--- config.mk ---
export PLATFORM = sky130hd
export DESIGN_NAME = slot_pool_with_compaction
export DESIGN_NICKNAME = d
export VERILOG_FILES = /design/src/hdl/spc_pkg.sv /design/src/hdl/spc_ctrl.sv /design/src/hdl/spc_dp.sv /design/src/hdl/slot_pool_with_compaction.sv
export SDC_FILE = /design/constraint.sdc
export NUM_CORES = 1
export LEC_CHECK = 0
export BUFFER_PORTS_ARGS = -buffer_cell sky130_fd_sc_hd__buf_2
export CORE_UTILIZATION = 50
export DETAILED_ROUTE_END_ITERATION = 8
export GPL_ROUTABILITY_DRIVEN = 0
export GPL_TIMING_DRIVEN = 0
export PLACE_DENSITY_LB_ADDON = 0.15
export SLEW_MARGIN = 20
export SYNTH_ARGS = -nofsm -noshare
export SYNTH_HDL_FRONTEND = slang
export SYNTH_SLANG_ARGS = --single-unit
--- constraint.sdc ---
create_clock -name i_clk -period 9.9 [get_ports i_clk]
set_input_delay 0 -clock i_clk [delete_from_list [all_inputs] [get_ports i_clk]]
set_output_delay 0 -clock i_clk [all_outputs]
set_load 0.005 [all_outputs]
--- src/hdl/spc_pkg.sv ---
// Shared types and constants of the slot pool with compaction.
package spc_pkg;

    localparam int HANDLE_W = 32;
    localparam int SLOT_W   = 6;
    localparam int CFG_W    = 5;
    localparam int CMP_W    = 7;
    localparam int ADDR_W   = 3;
    localparam int DATA_W   = 32;

    localparam logic [CFG_W-1:0] POOL_SIZE_RESET = 5'd16;
    localparam logic             REG_POOL_SIZE   = 1'b0;

    typedef enum logic [1:0] {
        REQ_APPEND  = 2'd0,
        REQ_CLEAR   = 2'd1,
        REQ_GET     = 2'd2,
        REQ_COMPACT = 2'd3
    } t_req;

    // Commands from the controller to the datapath.
    typedef struct packed {
        logic exec;
        logic cinit;
        logic step;
        logic fin;
    } t_cmd;

    // Status from the datapath to the controller.
    typedef struct packed {
        logic walk_last;
        logic cnt_zero;
    } t_status;

endpackage

--- src/hdl/spc_ctrl.sv ---
// Controller state machine of the slot pool: request dispatch and compaction walk.
module spc_ctrl (
    input  logic             i_clk,
    input  logic             i_rst_n,
    input  logic             i_start,
    input  spc_pkg::t_req    i_req_type,
    input  spc_pkg::t_status i_status,
    output spc_pkg::t_cmd    o_cmd,
    output logic             o_busy
);
    import spc_pkg::*;

    typedef enum logic [1:0] {
        S_IDLE,
        S_WALK,
        S_FIN
    } t_state;

    t_state r_state, n_state;
    logic   r_busy;
    logic   accept;

    assign accept = i_start && !r_busy;

    always_comb begin
        o_cmd.exec  = accept && (i_req_type != REQ_COMPACT);
        o_cmd.cinit = accept && (i_req_type == REQ_COMPACT);
        o_cmd.step  = (r_state == S_WALK);
        o_cmd.fin   = (r_state == S_FIN);
    end

    always_comb begin
        n_state = r_state;
        case (r_state)
            S_IDLE: begin
                if (o_cmd.cinit) begin
                    n_state = i_status.cnt_zero ? S_FIN : S_WALK;
                end
            end
            S_WALK: begin
                if (i_status.walk_last) begin
                    n_state = S_FIN;
                end
            end
            S_FIN:   n_state = S_IDLE;
            default: n_state = S_IDLE;
        endcase
    end

    always_ff @(posedge i_clk) begin
        if (!i_rst_n) begin
            r_state <= S_IDLE;
            r_busy  <= 1'b0;
        end else begin
            r_state <= n_state;
            r_busy  <= (n_state != S_IDLE);
        end
    end

    assign o_busy = r_busy;

endmodule

--- src/hdl/spc_dp.sv ---
// Datapath of the slot pool: handle memory, occupancy flags, count and result registers.
module spc_dp #(
    parameter int MAX_SLOTS = 16
) (
    input  logic                          i_clk,
    input  logic                          i_rst_n,
    input  spc_pkg::t_cmd                 i_cmd,
    output spc_pkg::t_status              o_status,
    input  logic [spc_pkg::CFG_W-1:0]     i_pool_size,
    input  spc_pkg::t_req                 i_req_type,
    input  logic [spc_pkg::HANDLE_W-1:0]  i_handle_in,
    input  logic [spc_pkg::SLOT_W-1:0]    i_slot_in,
    output logic                          o_result_valid,
    output logic                          o_result_kind,
    output logic                          o_ok,
    output logic [spc_pkg::SLOT_W-1:0]    o_slot_out,
    output logic [spc_pkg::HANDLE_W-1:0]  o_handle_out,
    output logic                          o_last
);
    import spc_pkg::*;

    localparam int IDX_W = $clog2(MAX_SLOTS);
    localparam int CNT_W = $clog2(MAX_SLOTS + 1);
    localparam logic [CMP_W-1:0] MAX_C = CMP_W'(MAX_SLOTS);

    logic [HANDLE_W-1:0] r_mem [MAX_SLOTS];
    logic [HANDLE_W-1:0] r_rd_data;
    logic [MAX_SLOTS-1:0] r_occ, n_occ;
    logic [CNT_W-1:0]    r_count, n_count;
    logic [IDX_W-1:0]    r_idx;
    logic [CNT_W-1:0]    r_holes;
    logic                r_mv_vld;
    logic [IDX_W-1:0]    r_mv_dst;
    logic                r_rd_occ;
    logic                r_cmp_vld;
    logic                r_cmp_ok;
    logic [SLOT_W-1:0]   r_cmp_slot;
    logic                r_cmp_get;

    logic [CMP_W-1:0] pool_c, eff_c, cnt_c, slot_c;
    logic             slot_ok;
    logic [IDX_W-1:0] slot_idx;
    logic             free_hit;
    logic [IDX_W-1:0] free_idx;
    logic             app_ok;
    logic             do_append, do_clear;
    logic             mv_now;
    logic [IDX_W-1:0] mv_dst;
    logic [IDX_W-1:0] rd_addr;

    assign pool_c   = CMP_W'(i_pool_size);
    assign eff_c    = (pool_c < MAX_C) ? pool_c : MAX_C;
    assign cnt_c    = CMP_W'(r_count);
    assign slot_c   = CMP_W'(i_slot_in);
    assign slot_ok  = (slot_c < eff_c);
    assign slot_idx = i_slot_in[IDX_W-1:0];

    // Lowest empty slot below the effective pool size.
    always_comb begin
        free_hit = 1'b0;
        free_idx = '0;
        for (int i = MAX_SLOTS - 1; i >= 0; i--) begin
            if (!r_occ[i] && (CMP_W'(i) < eff_c)) begin
                free_hit = 1'b1;
                free_idx = IDX_W'(i);
            end
        end
    end

    assign app_ok    = (i_handle_in != '0) && (cnt_c < eff_c) && free_hit;
    assign do_append = i_cmd.exec && (i_req_type == REQ_APPEND) && app_ok;
    assign do_clear  = i_cmd.exec && (i_req_type == REQ_CLEAR) && slot_ok;

    // An occupied slot met after a hole slides down by the hole count.
    assign mv_now  = i_cmd.step && r_occ[r_idx] && (r_holes != '0);
    assign mv_dst  = r_idx - r_holes[IDX_W-1:0];
    assign rd_addr = i_cmd.step ? r_idx : slot_idx;

    assign o_status.walk_last = (CNT_W'(r_idx) == (r_count - CNT_W'(1)));
    assign o_status.cnt_zero  = (r_count == '0);

    always_comb begin
        n_occ = r_occ;
        if (do_append) begin
            n_occ[free_idx] = 1'b1;
        end
        if (do_clear) begin
            n_occ[slot_idx] = 1'b0;
        end
        if (mv_now) begin
            n_occ[r_idx]  = 1'b0;
            n_occ[mv_dst] = 1'b1;
        end
    end

    always_comb begin
        n_count = r_count;
        if (do_append) begin
            n_count = r_count + CNT_W'(1);
        end else if (i_cmd.fin) begin
            n_count = r_count - r_holes;
        end
    end

    // Handle memory: one write port, one registered read port.
    always_ff @(posedge i_clk) begin
        if (do_append) begin
            r_mem[free_idx] <= i_handle_in;
        end else if (r_mv_vld) begin
            r_mem[r_mv_dst] <= r_rd_data;
        end
        r_rd_data <= r_mem[rd_addr];
    end

    always_ff @(posedge i_clk) begin
        if (!i_rst_n) begin
            r_occ     <= '0;
            r_count   <= '0;
            r_mv_vld  <= 1'b0;
            r_cmp_vld <= 1'b0;
        end else begin
            r_occ     <= n_occ;
            r_count   <= n_count;
            r_mv_vld  <= mv_now;
            r_cmp_vld <= i_cmd.exec || i_cmd.fin;
        end
    end

    always_ff @(posedge i_clk) begin
        if (i_cmd.cinit) begin
            r_idx   <= '0;
            r_holes <= '0;
        end else if (i_cmd.step) begin
            r_idx <= r_idx + IDX_W'(1);
            if (!r_occ[r_idx]) begin
                r_holes <= r_holes + CNT_W'(1);
            end
        end
        if (mv_now) begin
            r_mv_dst <= mv_dst;
        end
        if (i_cmd.exec) begin
            r_rd_occ   <= r_occ[slot_idx];
            r_cmp_get  <= (i_req_type == REQ_GET) && slot_ok;
            r_cmp_slot <= do_append ? SLOT_W'(free_idx) : '0;
            case (i_req_type)
                REQ_APPEND:           r_cmp_ok <= app_ok;
                REQ_CLEAR, REQ_GET:   r_cmp_ok <= slot_ok;
                default:              r_cmp_ok <= 1'b1;
            endcase
        end else if (i_cmd.fin) begin
            r_cmp_get  <= 1'b0;
            r_cmp_slot <= '0;
            r_cmp_ok   <= 1'b1;
        end
    end

    assign o_result_valid = r_mv_vld || r_cmp_vld;
    assign o_result_kind  = r_mv_vld;
    assign o_ok           = r_mv_vld || r_cmp_ok;
    assign o_slot_out     = r_mv_vld ? SLOT_W'(r_mv_dst) : r_cmp_slot;
    assign o_handle_out   = (r_mv_vld || (r_cmp_get && r_rd_occ)) ? r_rd_data : '0;
    assign o_last         = !r_mv_vld && r_cmp_vld;

endmodule

--- src/hdl/slot_pool_with_compaction.sv ---
// Top level of the slot pool with compaction: configuration register, controller and datapath.
//
// This block keeps a first-fit table of MAX_SLOTS handle slots, where an
// occupancy flag marks each used slot and a zero handle is refused, plus an
// entry count. An item is accepted at a rising edge where start is high and
// busy is low. Append, clear and get leave busy low, so such items may be
// issued every cycle, and each one's single completion result appears in the
// cycle after acceptance. Compaction holds busy high through its walk and its
// final step; the handle memory has a single read port, so the walk visits
// one slot per cycle. Each move report appears in the cycle after its slot is
// visited, and the final completion result, marked by o_last, is registered
// from the final step. Every result is shown for exactly one cycle on
// o_result_valid and the receiver cannot stall it. The pool_size register
// sits at byte address 0 of the APB port and must only be written while no
// item is in flight.
module slot_pool_with_compaction #(
    parameter int MAX_SLOTS = 16
) (
    input  logic                          i_clk,
    input  logic                          i_rst_n,
    input  logic                          start,
    output logic                          busy,
    input  logic [1:0]                    i_req_type,
    input  logic [spc_pkg::HANDLE_W-1:0]  i_handle_in,
    input  logic [spc_pkg::SLOT_W-1:0]    i_slot_in,
    output logic                          o_result_valid,
    output logic                          o_result_kind,
    output logic                          o_ok,
    output logic [spc_pkg::SLOT_W-1:0]    o_slot_out,
    output logic [spc_pkg::HANDLE_W-1:0]  o_handle_out,
    output logic                          o_last,
    input  logic                          psel,
    input  logic                          penable,
    input  logic                          pwrite,
    input  logic [spc_pkg::ADDR_W-1:0]    paddr,
    input  logic [spc_pkg::DATA_W-1:0]    pwdata,
    output logic [spc_pkg::DATA_W-1:0]    prdata,
    output logic                          pready
);
    import spc_pkg::*;

    logic [CFG_W-1:0] r_pool_size;
    logic             reg_sel;
    logic             cfg_wr;
    t_req             req;
    t_cmd             cmd;
    t_status          status;

    // Register index is the word address; only pool_size exists.
    assign reg_sel = (paddr[ADDR_W-1:2] == REG_POOL_SIZE);
    assign cfg_wr  = psel && penable && pwrite && pready;
    assign pready  = 1'b1;
    assign prdata  = reg_sel ? DATA_W'(r_pool_size) : '0;

    always_ff @(posedge i_clk) begin
        if (!i_rst_n) begin
            r_pool_size <= POOL_SIZE_RESET;
        end else if (cfg_wr && reg_sel) begin
            r_pool_size <= pwdata[CFG_W-1:0];
        end
    end

    assign req = t_req'(i_req_type);

    spc_ctrl u_ctrl (
        .i_clk      (i_clk),
        .i_rst_n    (i_rst_n),
        .i_start    (start),
        .i_req_type (req),
        .i_status   (status),
        .o_cmd      (cmd),
        .o_busy     (busy)
    );

    spc_dp #(
        .MAX_SLOTS (MAX_SLOTS)
    ) u_dp (
        .i_clk          (i_clk),
        .i_rst_n        (i_rst_n),
        .i_cmd          (cmd),
        .o_status       (status),
        .i_pool_size    (r_pool_size),
        .i_req_type     (req),
        .i_handle_in    (i_handle_in),
        .i_slot_in      (i_slot_in),
        .o_result_valid (o_result_valid),
        .o_result_kind  (o_result_kind),
        .o_ok           (o_ok),
        .o_slot_out     (o_slot_out),
        .o_handle_out   (o_handle_out),
        .o_last         (o_last)
    );

endmodule

==> Yosys cells after proc, flatten, opt, wreduce, memory -nomap -nowiden <==
Memories as Yosys holds them, arrays and structs flattened. A register that Yosys moved wholly into a read port is not among the register bits.
Cells that the tools add are included.
{ "op_classes": {"mux": 74, "reduce_logical": 70, "add_sub_neg": 6, "eq_ne": 7, "bitwise": 8, "order_cmp": 27} }
{ "ops": {"columns": ["operator", "n"], "rows": [
  ["$mux W4", 19],
  ["$mux W32", 2],
  ["$lt A4 B7 Y1 const A", 8],
  ["$mux W16", 3],
  ["$logic_and A1 B1 Y1", 37],
  ["$and A16 B16 Y16", 2],
  ["$mux W1", 32],
  ["$not A16 Y16", 2],
  ["$or A16 B16 Y16", 2],
  ["$reduce_bool A32 Y1", 1],
  ["$reduce_or A32 Y1", 1],
  ["$lt A3 B7 Y1 const A", 4],
  ["$lt A4 B5 Y1 const B", 4],
  ["$mux W5", 4],
  ["$logic_not A1 Y1", 18],
  ["$mux W6", 3],
  ["$demux W1 S4", 4],
  ["$ge A4 B1 Y1 const B", 4],
  ["$lt A1 B7 Y1 const A", 2],
  ["$lt A2 B7 Y1 const A", 2],
  ["$add A5 B1 Y5 const B", 2],
  ["$bmux W1 S4", 2],
  ["$lt A5 B7 Y1", 1],
  ["$lt A6 B7 Y1", 1],
  ["20 further kinds", 32]
]} }
{ "totals": {"ff_bits": 53, "ram_bits": 512, "mem_count": 1, "word_cells": 207, "out_inout_bits": 76, "inputBits": 81} }
{ "memory_table": {"columns": ["memory", "depth", "word_bits", "read_ports", "rd_clocked_by_memory_dff", "write_ports", "line_no", "source"], "rows": [
  ["u_dp.r_mem", 16, 32, 1, 1, 1, "spc_dp.sv:26", "logic [HANDLE_W-1:0] r_mem [MAX_SLOTS];"]
]} }

==> Depth between registers and ports, before layout <==
{ "depth": {"depth_word": 31, "mapped_depth": 20, "ltp_nobuf": 19} }

==> By module <==
Synthesis repeated with hierarchy kept, for this count alone.
{ "hier_totals": {"hier_cells": 1529, "hier_area_um2": 25303.0} }
{ "modules_own_cells": {"columns": ["mod", "seq_area_each_um2", "area_each_um2", "n_inst", "cells_per_inst"], "rows": [
  ["spc_dp", 16986.3, 24672.4, 1, 1454],
  ["slot_pool_with_compaction", 100.1, 479.2, 1, 58],
  ["spc_ctrl", 60.1, 151.4, 1, 17]
]} }

==> Worst setup path after synthesis <==
No wires, ideal clock.
{ "synth_path": {"path_type": "reg2reg", "start": "register r_pool_size[4]", "end": "memory u_dp.r_mem[3][0], enable pin", "setup_time_ps": 470, "period_less_slack_ps": 4982, "required_ps": 9430, "n_path_buf": 4, "path_slack_ps": 4918, "t_arrival_ps": 4512, "path_stages_with_launch": 14, "path_cell_list": "dfxtp_1 -> buf_4 -> inv_2 -> nand2_1 -> ha_1 -> o21a_1 -> o41ai_1 -> a21oi_1 -> or3_1 -> clkbuf_1 -> o21ai_2 -> buf_6 -> buf_6 -> o31ai_1"} }
{ "synth_between": {"elab_chain_cells": 26, "word_cells_on_any_way": 77, "classes_between": "order compare: 18; mux: 39; reduce/logical: 20"} }
{ "synth_lines": {"columns": ["element", "line_no", "source"], "rows": [
  ["from (decl)", "slot_pool_with_compaction.sv:42", "logic [CFG_W-1:0] r_pool_size;"],
  ["from (signal assigned)", "slot_pool_with_compaction.sv:59", "r_pool_size <= pwdata[CFG_W-1:0];"],
  ["$lt A5 B5 Y1", "spc_dp.sv:52", "assign eff_c = (pool_c < MAX_C) ? pool_c : MAX_C;"],
  ["$mux W5 (*)", "spc_dp.sv:52", null],
  ["$lt A4 B7 Y1", "spc_dp.sv:63", "if (!r_occ[i] && (CMP_W'(i) < eff_c)) begin"],
  ["$logic_and A1 B1 Y1", "spc_dp.sv:63", null],
  ["$mux W1 (16 in series)", "spc_dp.sv:63", null],
  ["$logic_and A1 B1 Y1", "spc_dp.sv:70", "assign app_ok = (i_handle_in != '0) && (cnt_c < eff_c) && free_hit;"],
  ["$logic_and A1 B1 Y1", "spc_dp.sv:71", "assign do_append = i_cmd.exec && (i_req_type == REQ_APPEND) && app_ok;"],
  ["$mux W1", "spc_dp.sv:107", "if (do_append) begin"],
  ["$mux W1 (not written as such)", "spc_dp.sv:110", "r_mem[r_mv_dst] <= r_rd_data;"],
  ["$reduce_or A32 Y1 (no line)", null, null],
  ["$mux W4 (no line) / $mux W1 (equally long branches)", null, null],
  ["to (decl)", "spc_dp.sv:26", null]
]} }
Mark *: on every way between the ends. The rest lies on a longest branch, timed or not.

==> Final worst setup path <==
{ "layout_path": {"start": "register r_pool_size[4]", "end": "memory u_dp.r_mem[11][12], enable pin"} }
The elaborated chain is that of the path after synthesis.

==> flow_summary_export.csv <==
group,metric,value,unit
status,status,"finished clean",
floorplan,start_util,50.52,%
clock_network,insertion_delay,0.63,ns
drt,wirelength,68310,um
place,hpwlAfterDp,46440,um
cells_and_area,num-fill-cells,3781,
floorplan,die_w,226.9,um
setup_path,cp-start-kind,"register",
cells_and_area,drive_gt1_share,28.01,%
setup_path,ff2ff_setup_slack,5.39,ns
place,io_buffers,97,
power_and_ir_drop,irDropWorstVdd,0.1349,mV
power_and_ir_drop,seqPwrFrac,49.2,%
global_route,grt_pass1_vias,14960,
yosys,synth.distinct_cells,77,
cells_and_area,area_delta_synth_final,18.99,%
power_and_ir_drop,clock_power_share,40.3,%
floorplan,rows,82,
global_route,overflow,0,
power_and_ir_drop,p_per_area,189.2,nW/um^2
timing,fmax,221.6,MHz
timing,slew_headroom,34.59,%
power_and_ir_drop,leakagePower,10.12,nW
power_and_ir_drop,intPower,4.362,mW
drt,drt-initial-drc-count,1821,
drt,routedWlPerCell,27.42,um
place,pre_cts_ws,5.340,ns
cells_and_area,layout.cells.most_common,"edfxtp_1",
clock_network,numCtsBuffers,57,
power_and_ir_drop,switching_power,1.332,mW
clock_network,root_buffer,"clkbuf_16",
setup_path,crit_end,"u_dp.r_mem[11][12]$_DFFE_PP_",
power_and_ir_drop,pwr-share-comb,10.5,%
setup_path,timing.rr.start,"r_pool_size[4]$_SDFFE_PN1P_",
clock_network,h-tree-depth,2,
clock_network,post_cts_buffers,0,
timing,fin_skew,0.02660,ns
setup_path,worstSetupPathType,"reg -> reg",
yosys,synth_cells,1514,
cells_and_area,nets,1880,
yosys,synth_edf_count,523,
clock_network,clock_path_buffers,3,
setup_path,worstPathArrival,4.84,ns
power_and_ir_drop,p_sw_share,23.40,%
clock_network,tritoncts,"yes",
timing,layout_min_cycle_time,4.512,ns
global_route,antenna_found_initial,0,
cells_and_area,multi_input_area,7762,sq um
timing,tightest_slew,0.9622,ns
cells_and_area,final_cell_mix,"523 x edfxtp_1, 138 x mux4_2, 115 x buf_2, 109 x nand2_1, 72 x dfxtp_1",
timing,hold_ws,0.005030,ns
timing,slew_viol_final,0,
min_path,hp-class,"in -> reg",
global_route,grt_pass1_wl,98700,um
timing,min_period_over_period,45.57,%
clock_network,cts_resized,0,
cells_and_area,ff_latch_area,17150,sq um
floorplan,fp.dieH,226.9,um
timing,setup_slack,5.388,ns
drt,post_drt_via_cell_ratio,6.077,
yosys,ys_warn_count,0,
drt,vias,15140,
yosys,synth_area,25290,sq um
yosys,syn_avg_cell_area,16.71,sq um
setup_path,reg2reg_depth,13,
yosys,yosys_register_bits,595,
setup_path,r2r-end,"u_dp.r_mem[11][12]$_DFFE_PP_",
timing,rsz0062_at_grt,"false",
clock_network,numClockSinks,595,
drt,drc,0,
timing,tns,0,ns
floorplan,core,50070,sq um
yosys,async_flop_share,0,%
setup_path,critical_path.endpoint_type,"register",
setup_path,worstPathMaxFanout,14,
setup_path,crit_start,"r_pool_size[4]$_SDFFE_PN1P_",
global_route,track_usage,27.08,%
drt,firstDrtPassIters,6,
floorplan,dieArea,51490,sq um
timing,final_hold_viol_count,0,
setup_path,required,10.22,ns
clock_network,ctsHoldBuffers,34,
job,drv_cap,0,
global_route,grt_max_degree,18,
clock_network,clkTransAtPathRegs,0.06,ns
drt,postRouteAntennaNets,0,
yosys,ys_seq_area_share,67.79,%
floorplan,io-pin-count,157,
timing,setup_violations,0,
yosys,ys.flop_type,"edfxtp_1",
[routing by layer]
layer  up-vias  GRT usage [%]  part of all wire (%)
met2       678          43.59                    48
li1       6486              -                     -
met4         0          8.609                   3.1
met5         -              0                     0
met3       133          5.391                   8.0
met1      7841          37.23                    41
[final cells by class]
class                      instances  share of cell area, %
timing repair buffer             168                  5.554
buffer                           110                  2.062
clock buffer                      78                  5.338
sequential                       595                  56.97
tap                              672                  2.794
multi-input combinational        816                  25.79
antenna                            2                0.01663
inverter                          21                 0.2619
clock inverter                    29                  1.210
[cell usage after synthesis (3+ instances only)]
| master | n | area [sq um] |
|---|---|---|
| nor3_1 | 12 | 60.06 |
| ha_1 | 28 | 350.3 |
| or3_1 | 6 | 37.54 |
| nor2b_1 | 45 | 281.5 |
| nor2_2 | 3 | 18.77 |
| nor4_1 | 13 | 81.33 |
| a211oi_1 | 34 | 255.2 |
| nor2_1 | 33 | 123.9 |
| or2_2 | 9 | 56.30 |
| buf_1 | 7 | 26.28 |
| edfxtp_1 | 523 | 15710 |
| a21o_1 | 6 | 45.04 |
| nand4_1 | 8 | 50.05 |
| o21a_1 | 21 | 157.7 |
| mux2i_1 | 7 | 70.07 |
| dfxtp_1 | 72 | 1441 |
| buf_2 | 18 | 90.09 |
| xor2_1 | 5 | 43.79 |
| buf_4 | 43 | 322.8 |
| o22ai_1 | 28 | 175.2 |
| mux4_2 | 138 | 3108 |
| o21ai_1 | 4 | 20.02 |
| a21oi_1 | 27 | 135.1 |
| nand2b_1 | 13 | 81.33 |
| buf_6 | 3 | 33.78 |
| o21ai_0 | 27 | 135.1 |
| a21boi_0 | 5 | 37.54 |
| xnor2_1 | 14 | 122.6 |
| mux2_2 | 37 | 416.7 |
| nand3b_1 | 5 | 37.54 |
| nor3b_1 | 5 | 37.54 |
| a31oi_1 | 44 | 275.3 |
| and2_1 | 39 | 244.0 |
| clkbuf_1 | 39 | 146.4 |
| nand3_1 | 10 | 50.05 |
| inv_1 | 19 | 71.32 |
| nand2_1 | 109 | 409.1 |
| nand4b_1 | 4 | 35.03 |
[sequential cells by signal (all words and copies together), names as in the netlist]
register,count
u_dp.r_mem,512
u_dp.r_rd_data,32
u_dp.r_occ,16
r_pool_size,5
u_dp.r_count,5
u_dp.r_holes,5
u_dp.r_cmp_slot,4
u_dp.r_idx,4
u_dp.r_mv_dst,4
u_ctrl.r_state,2
u_ctrl.o_busy,1
u_dp.o_result_kind,1
u_dp.r_cmp_get,1
u_dp.r_cmp_ok,1
u_dp.r_cmp_vld,1
u_dp.r_rd_occ,1
[metrics by stage]
stage | power (mW) | utilization [%] | instances | area (sq um)
floorplan | 3.237 | - | 1542 | 25400
global placement | 3.420 | 53.38 | 2311 | 26720
detailed placement | 3.438 | 55.49 | 2348 | 27780
CTS | 5.716 | 60.10 | 2489 | 30090
global route | 5.857 | 60.10 | 2489 | 30090
finish | 5.694 | 60.11 | 2491 | 30100
[how the worst min path moves through the flow]
stage / depth (start not counted) / start / end / slack, ns
final: 2 / i_handle_in[14] / u_dp.r_mem[2][14]$_DFFE_PP_ / 0.005
after global routing: 2 / i_handle_in[11] / u_dp.r_mem[0][11]$_DFFE_PP_ / 0.04
after CTS: 2 / i_handle_in[14] / u_dp.r_mem[2][14]$_DFFE_PP_ / 0.004
after detailed placement: 3 / pwdata[4] / r_pool_size[4]$_SDFFE_PN1P_ / 0.25
after global placement: 3 / pwdata[4] / r_pool_size[4]$_SDFFE_PN1P_ / 0.25
after floorplan: 1 / paddr[2] / prdata[0] / 0.03
[power by group through the flow]
stage | combinational, mW | sequential (mW) | clock (mW)
after floorplan | 0.396 | 2.84 | 0
after global placement | 0.566 | 2.85 | 0
after detailed placement | 0.584 | 2.85 | 0
after CTS | 0.596 | 2.80 | 2.32
after global routing | 0.647 | 2.80 | 2.41
final | 0.596 | 2.80 | 2.30
[logic make-up after synthesis]
group           share of synthesized area (%)
flops                                   67.79
buf+inv                                 2.760
other cells                           0.02969
simple gates                            7.044
mux                                     14.21
xor+xnor                               0.6579
compound gates                          5.961
fa+ha+maj                               1.543
[worst max-delay path: stages, from the launching register on]
cell     delay, ns
dfxtp_1       0.55
buf_4         0.24
inv_2         0.12
nand2_1       0.15
ha_1          0.24
o21a_1        0.18
o41ai_1       0.06
a21oi_1       0.17
nor3_1        0.69
nand4_1       0.53
o21a_1        0.30
nor2_4        0.56
buf_16        0.23
buf_16        0.17
No activity file was read; power rests on OpenSTA's default activity.
